**config.mk**
```make
export PLATFORM = sky130hd
export DESIGN_NAME = binary_frame_bbox_centering_top
export DESIGN_NICKNAME = d
export VERILOG_FILES = /design/src/design/bfc_pkg.sv /design/src/design/bfc_ctrl.sv /design/src/design/bfc_dp.sv /design/src/design/binary_frame_bbox_centering_top.sv
export SDC_FILE = /design/constraint.sdc
export NUM_CORES = 2
export LEC_CHECK = 0
export ABC_AREA = 1
export BUFFER_PORTS_ARGS = -buffer_cell sky130_fd_sc_hd__buf_2
export CAP_MARGIN = 20
export CORE_UTILIZATION = 30
export DETAILED_ROUTE_END_ITERATION = 8
export PLACE_DENSITY = 0.52
export REMOVE_ABC_BUFFERS = 1
export SYNTH_ARGS = -nofsm -noshare
export SYNTH_HDL_FRONTEND = slang
export SYNTH_HIERARCHICAL = 1
export SYNTH_SLANG_ARGS = --single-unit
```
**constraint.sdc**
```tcl
create_clock -name clk -period 8.6 [get_ports clk]
set_input_delay 2.58 -clock clk [delete_from_list [all_inputs] [get_ports clk]]
set_output_delay 2.58 -clock clk [all_outputs]
set_load 0.05 [all_outputs]
```
**src/design/bfc_pkg.sv**
```systemverilog
// ----------------------------------------------------------------------------
// bfc_pkg
// Shared constants and types for the binary frame bounding-box centering block.
// ----------------------------------------------------------------------------
package bfc_pkg;

  localparam int SIDE   = 28;
  localparam int IDX_W  = $clog2(SIDE);
  localparam int CNT_W  = $clog2(SIDE + 1);
  localparam int OFF_W  = IDX_W + 2;
  localparam int SUM_W  = OFF_W + 1;

  typedef enum logic [1:0] {
    S_LOAD,
    S_CALC,
    S_EMIT
  } bfc_state_t;

  typedef struct packed {
    logic load;
    logic calc;
    logic emit;
  } bfc_cmd_t;

  typedef struct packed {
    logic last_in;
    logic emit_last;
  } bfc_sts_t;

endpackage

```
**src/design/bfc_ctrl.sv**
```systemverilog
// ----------------------------------------------------------------------------
// bfc_ctrl
// Sequencer: load rows, compute offsets, then emit the centered frame.
// ----------------------------------------------------------------------------
module bfc_ctrl (
  input  logic              clk,
  input  logic              rst_n,
  input  logic              start,
  output logic              busy,
  input  bfc_pkg::bfc_sts_t sts,
  output bfc_pkg::bfc_cmd_t cmd
);
  import bfc_pkg::*;

  bfc_state_t state_r, state_nxt;

  always_ff @(posedge clk) begin
    if (!rst_n) begin
      state_r <= S_LOAD;
    end else begin
      state_r <= state_nxt;
    end
  end

  always_comb begin
    state_nxt = state_r;
    cmd       = '0;
    busy      = 1'b1;
    unique case (state_r)
      S_LOAD: begin
        busy = 1'b0;
        if (start) begin
          cmd.load = 1'b1;
          if (sts.last_in) begin
            state_nxt = S_CALC;
          end
        end
      end
      S_CALC: begin
        cmd.calc  = 1'b1;
        state_nxt = S_EMIT;
      end
      S_EMIT: begin
        cmd.emit = 1'b1;
        if (sts.emit_last) begin
          state_nxt = S_LOAD;
        end
      end
      default: begin
        state_nxt = S_LOAD;
      end
    endcase
  end

endmodule

```
**src/design/bfc_dp.sv**
```systemverilog
// ----------------------------------------------------------------------------
// bfc_dp
// Frame store, bounding-box tracking, offset computation and the row merger
// that builds each centered output row.
// ----------------------------------------------------------------------------
module bfc_dp (
  input  logic                     clk,
  input  logic                     rst_n,
  input  logic [bfc_pkg::SIDE-1:0] in_row_pixels,
  input  bfc_pkg::bfc_cmd_t        cmd,
  output bfc_pkg::bfc_sts_t        sts,
  output logic                     out_strobe,
  output logic [bfc_pkg::SIDE-1:0] out_centred_row,
  output logic                     out_last_row
);
  import bfc_pkg::*;

  localparam logic [IDX_W-1:0] LAST_IDX = IDX_W'(SIDE - 1);
  localparam logic [CNT_W-1:0] CNT_END  = CNT_W'(SIDE);

  function automatic logic [IDX_W-1:0] clamp_idx(input logic signed [SUM_W-1:0] v);
    logic [IDX_W-1:0] res;
    if (v < 0) begin
      res = '0;
    end else if (v > SUM_W'(SIDE - 1)) begin
      res = LAST_IDX;
    end else begin
      res = v[IDX_W-1:0];
    end
    return res;
  endfunction

  logic [SIDE-1:0] mem [SIDE];
  logic [SIDE-1:0] rd_r;

  logic [IDX_W-1:0] rows_r;
  logic [IDX_W-1:0] rmin_r, rmax_r, cmin_r, cmax_r;
  logic             any_r;

  logic signed [OFF_W-1:0] row_off_r, col_off_r;
  logic [CNT_W-1:0]        k_r, k_nxt;
  logic [IDX_W-1:0]        j_r;
  logic [SIDE-1:0]         acc_r;

  logic [IDX_W-1:0] row_cmin, row_cmax;
  logic             row_any;

  // first and last set column of the incoming row
  always_comb begin
    row_cmin = LAST_IDX;
    row_cmax = '0;
    for (int c = SIDE - 1; c >= 0; c--) begin
      if (in_row_pixels[c]) row_cmin = IDX_W'(c);
    end
    for (int c = 0; c < SIDE; c++) begin
      if (in_row_pixels[c]) row_cmax = IDX_W'(c);
    end
  end
  assign row_any = |in_row_pixels;

  // offsets from the tracked box
  logic [IDX_W-1:0]        rcen, ccen;
  logic signed [OFF_W-1:0] row_off_nxt, col_off_nxt;
  always_comb begin
    rcen        = rmin_r + ((rmax_r - rmin_r) >> 1);
    ccen        = cmin_r + ((cmax_r - cmin_r) >> 1);
    row_off_nxt = OFF_W'(SIDE / 2) - $signed({2'b00, rcen});
    col_off_nxt = OFF_W'(SIDE / 2) - $signed({2'b00, ccen});
  end

  // target row of the current source row and its column-shifted pixels
  logic [IDX_W-1:0] tgt;
  logic [SIDE-1:0]  shifted;
  logic             take;
  always_comb begin
    tgt = clamp_idx($signed({2'b00, k_r[IDX_W-1:0]}) + SUM_W'(row_off_r));
  end

  always_comb begin
    logic [IDX_W-1:0] p;
    shifted = '0;
    for (int c = 0; c < SIDE; c++) begin
      p = clamp_idx(SUM_W'(c) + SUM_W'(col_off_r));
      if (rd_r[c]) shifted[p] = 1'b1;
    end
  end

  assign take          = (k_r < CNT_END) && (tgt == j_r);
  assign sts.last_in   = (rows_r == LAST_IDX);
  // only looked at while emitting
  assign sts.emit_last = !take && (j_r == LAST_IDX);

  always_comb begin
    k_nxt = k_r;
    if (cmd.calc) begin
      k_nxt = '0;
    end else if (cmd.emit && take) begin
      k_nxt = k_r + CNT_W'(1);
    end
  end

  // frame store: one write port while loading, registered read for the merger
  always_ff @(posedge clk) begin
    if (cmd.load) begin
      mem[rows_r] <= in_row_pixels;
    end
    rd_r <= mem[k_nxt[IDX_W-1:0]];
  end

  // box tracking and row count
  always_ff @(posedge clk) begin
    if (!rst_n || cmd.calc) begin
      rows_r <= '0;
      rmin_r <= LAST_IDX;
      rmax_r <= '0;
      cmin_r <= LAST_IDX;
      cmax_r <= '0;
      any_r  <= 1'b0;
    end else if (cmd.load) begin
      rows_r <= sts.last_in ? rows_r : rows_r + IDX_W'(1);
      if (row_any) begin
        if (rows_r < rmin_r)   rmin_r <= rows_r;
        if (rows_r > rmax_r)   rmax_r <= rows_r;
        if (row_cmin < cmin_r) cmin_r <= row_cmin;
        if (row_cmax > cmax_r) cmax_r <= row_cmax;
        any_r <= 1'b1;
      end
    end
  end

  // merger: or source rows into the current output row, flush on row change
  always_ff @(posedge clk) begin
    k_r <= k_nxt;
    if (cmd.calc) begin
      // an empty frame has only zero rows, so any offset gives zeros
      row_off_r <= any_r ? row_off_nxt : '0;
      col_off_r <= any_r ? col_off_nxt : '0;
      j_r       <= '0;
      acc_r     <= '0;
    end else if (cmd.emit) begin
      if (take) begin
        acc_r <= acc_r | shifted;
      end else begin
        acc_r <= '0;
        j_r   <= j_r + IDX_W'(1);
      end
    end
  end

  always_ff @(posedge clk) begin
    if (!rst_n) begin
      out_strobe <= 1'b0;
    end else begin
      out_strobe <= cmd.emit && !take;
    end
    if (cmd.emit && !take) begin
      out_centred_row <= acc_r;
      out_last_row    <= (j_r == LAST_IDX);
    end
  end

endmodule

```
**src/design/binary_frame_bbox_centering_top.sv**
```systemverilog
// ----------------------------------------------------------------------------
// binary_frame_bbox_centering_top
// Loads a square binary frame row by row, then emits it with the bounding
// box of set pixels moved to the frame center, edges clamped.
// ----------------------------------------------------------------------------
// channel   ports                               transfer
// input     start, busy, in_row_pixels          start high and busy low
// result    out_strobe, out_centred_row,        out_strobe high, one cycle
//           out_last_row
//
// one row is taken per cycle while loading; after the last row the block is
// busy for the offset step and then the merge, in which each source row is
// merged and each output row is flushed in turn, with one frame store read
// per cycle, and emits SIDE rows, the last marked by out_last_row.
// rst_n is synchronous and clears the sequencer and the box tracking.
// the receiver cannot stall; results are strobed for a single cycle.
module binary_frame_bbox_centering_top (
  input  logic                     clk,
  input  logic                     rst_n,
  input  logic                     start,
  output logic                     busy,
  input  logic [bfc_pkg::SIDE-1:0] in_row_pixels,
  output logic                     out_strobe,
  output logic [bfc_pkg::SIDE-1:0] out_centred_row,
  output logic                     out_last_row
);
  import bfc_pkg::*;

  bfc_cmd_t cmd;
  bfc_sts_t sts;

  bfc_ctrl u_ctrl (
    .clk   (clk),
    .rst_n (rst_n),
    .start (start),
    .busy  (busy),
    .sts   (sts),
    .cmd   (cmd)
  );

  bfc_dp u_dp (
    .clk             (clk),
    .rst_n           (rst_n),
    .in_row_pixels   (in_row_pixels),
    .cmd             (cmd),
    .sts             (sts),
    .out_strobe      (out_strobe),
    .out_centred_row (out_centred_row),
    .out_last_row    (out_last_row)
  );

endmodule

```
==> impl_metrics.tcl <==
set metrics [dict create \
    status "completed" \
    finalCritPeriodShare_pct 68.9 \
    routed_wl_um 213000 \
    hold_violations 0 \
    fillCellCount 17300 \
    avgRoutedWirePerCell_um 25.7 \
    hold_depth 0 \
    dp_slack_ns 2.54 \
    power_density_nw_per_um2 173 \
    grt_use_total_pct 24.5 \
    multi_input_area_um2 18900 \
    min_period_ns 5.93 \
    die_x_um 413 \
    drive_above_1_share_pct 6.30 \
    ios 62 \
    fin_skew_ns 0.0578 \
    place_hpwl_um 140000 \
    cts_root_buffer "clkbuf_16" \
    fin_util_pct 34.2 \
    vdd_drop_max_mv 0.176 \
    p_leak_nw 24.0 \
    async_reset_ff_share_pct 0 \
    postCtsSetupBuffers 0 \
    clock-sinks 920 \
    grt_antenna_before_repair 3 \
    cts_max_path_buffers 3 \
    htreeDepth 3 \
    ys_warn_count 6 \
    final_cell_mix "1,271 x nand2_1, 1,111 x inv_1, 825 x edfxtp_1" \
    worst-path-max-fanout 67 \
    clk-insertion-delay-late_ns 0.76 \
    setup-violations-final 0 \
    start_kind "flip-flop" \
    synth_seq_cells 920 \
    maxCapViolations 0 \
    final_common_cell "nand2_1" \
    cpMaxStageDelayCell "clkinv_2" \
    setup_slack_ns 2.67 \
    grt-ovfl-total 0 \
    place.gp.congestion 1.05 \
    final_area_um2 57200 \
    drc 0 \
    dr.pass1.iters 6 \
    cts.hold.buffers_added 0 \
    synth_edf_count 825 \
    ant_nets 0 \
    vias_per_cell 5.35 \
    rsz0062_at_grt "false" \
    fmax_ghz 0.169 \
    cp_common_cell "nand2_1" \
    crit_path_end_kind "flip-flop" \
    ys.flop_type "edfxtp_1" \
    grt_max_degree 136 \
    rows 150 \
    grt_pass1_vias 41300 \
    postSynthAreaPerCell_um2 8.45 \
    die_area_um2 171000 \
    placed_area_um2 53800 \
    arrival_ns 6.59 \
    seqCellArea_um2 26700 \
    hold_class "flip-flop to flip-flop" \
    coreArea_um2 167000 \
    syn_to_final_growth_pct 12.9 \
    grt_pass1_wl_um 302000 \
    fin_cells 8303 \
    relSlewSlack_pct 17.7 \
    io_buffers 61 \
    worst_slew_pin_slew_ns 1.22 \
    synth-seq-area-share_pct 52.6 \
    cts-resized-gates 0 \
    final_max_slew_viol_count 0 \
    whs_ns 0.382 \
    netlist_area_um2 50700 \
    initial_utilization_pct 30.3 \
    clk_pin_slew_worst_paths_ns 0.08 \
    synth.distinct_cells 54 \
    cts_tree "built" \
    drtIter0Drc 4620 \
    die_h_um 413 \
    syn_inst 6001 \
    vias 44400 \
    final_nets 6119 \
    required_ns 9.26 \
    cts_buffers 102 \
    path_class "flip-flop to flip-flop" \
    placed_cells 8111 \
    slowest_delay_ns 0.79 \
    rr_worst_depth 25 \
]
==> state kept, by name, indices dropped and copies added (netlist names), 5 cells and up <==
signal,cells
u_dp/j_r,5
u_dp/cmin_r,5
u_dp/row_off_r,6
u_dp/col_off_r,6
u_dp/acc_r,28
u_dp/rd_r,28
u_dp/mem,784
u_dp/rmin_r,5
u_dp/rmax_r,5
u_dp/cmax_r,5
u_dp/rows_r,5
u_dp/k_r,5
u_dp/out_centred_row,28
==> synthesized netlist by cell type, types with 5 or more instances <==
cell | instances | area share (%)
a2111oi_0 | 11 | 0.19
a211oi_1 | 13 | 0.19
a21oi_1 | 181 | 1.8
a221oi_1 | 37 | 0.64
a22o_1 | 6 | 0.10
a22oi_1 | 10 | 0.15
a31oi_1 | 7 | 0.086
buf_1 | 17 | 0.13
buf_2 | 129 | 1.3
clkbuf_1 | 115 | 0.85
clkinv_1 | 6 | 0.044
dfxtp_1 | 95 | 3.8
edfxtp_1 | 825 | 49
fa_1 | 5 | 0.20
ha_1 | 71 | 1.8
inv_1 | 1112 | 8.2
inv_2 | 5 | 0.037
nand2_1 | 1271 | 9.4
nand3_1 | 699 | 6.9
nand3b_1 | 8 | 0.12
nand4_1 | 351 | 4.3
nor2_1 | 389 | 2.9
nor3_1 | 106 | 1.0
nor4_1 | 16 | 0.20
o2111ai_1 | 42 | 0.73
o211ai_1 | 18 | 0.27
o21ai_0 | 141 | 1.4
o21ai_1 | 32 | 0.32
o221ai_1 | 15 | 0.26
o22ai_1 | 133 | 1.6
o31ai_1 | 5 | 0.074
or2_2 | 11 | 0.14
xnor2_1 | 8 | 0.14
xor2_1 | 78 | 1.3
==> routing by layer <==
layer / vias to the layer above / part of all wire (%) / track usage [%]
met4: 2 / 5.5 / 12.4
met5: - / 0.0037 / 0
met3: 454 / 6.6 / 3.44
met2: 1931 / 46 / 39.1
met1: 21700 / 42 / 32.2
li1: 20400 / - / -
==> critical path, delay by kind of cell, from the launching register on <==
| kind | cells | cell delay (ns) |
|---|---|---|
| buffers and inverters | 2 | 1.29 |
| adder cells (fa/ha/maj) | 2 | 0.67 |
| XOR/XNOR | 1 | 0.16 |
| flip-flops | 1 | 0.36 |
| AO/OA/AOI/OAI | 1 | 0.16 |
| AND/OR/NAND/NOR | 19 | 3.04 |
==> through the flow <==
| stage | TNS (ns) | power (mW) |
|---|---|---|
| 2_1_floorplan | -179.19 | 5.36 |
| 3_3_place_gp | 0 | 5.53 |
| 3_5_place_dp | 0 | 5.54 |
| 4_1_cts | 0 | 10.0 |
| 5_1_grt | 0 | 10.2 |
| 6_report | 0 | 9.91 |
==> power by group <==
part / total, mW / switching, mW / internal [mW]
Sequential: 4.94 / 0.0237 / 4.92
Clock: 4.46 / 1.91 / 2.55
Combinational: 0.514 / 0.344 / 0.170
Total: 9.91 / 2.28 / 7.63
==> final cells by class <==
cell class,instances,share of cell area (%)
timing repair buffer,173,2.16
clock inverter,64,1.22
tap,2204,4.82
sequential,920,46.6
clock buffer,125,4.72
inverter,1123,7.39
multi-input combinational,3692,33.1
antenna,2,0.00874
==> path summary, 6_finish.rpt <==
path | startpoint | to | slack [ns]
setup / recovery | u_dp/row_off_r[0] | u_dp/rd_r[19] | 2.67
hold / removal | u_dp/acc_r[26] | u_dp/out_centred_row[26] | 0.38
setup reg to reg | u_dp/row_off_r[0] | u_dp/rd_r[19] | 2.67
hold reg to reg | u_dp/acc_r[26] | u_dp/out_centred_row[26] | 0.38
==> kinds of logic after synthesis <==
logic type / share of synthesized area, %
compound gates: 8.03
simple gates: 25.3
fa+ha+maj: 1.95
xor+xnor: 1.49
flops: 52.6
buf+inv: 10.6
Power figures use the tool's default switching activity.
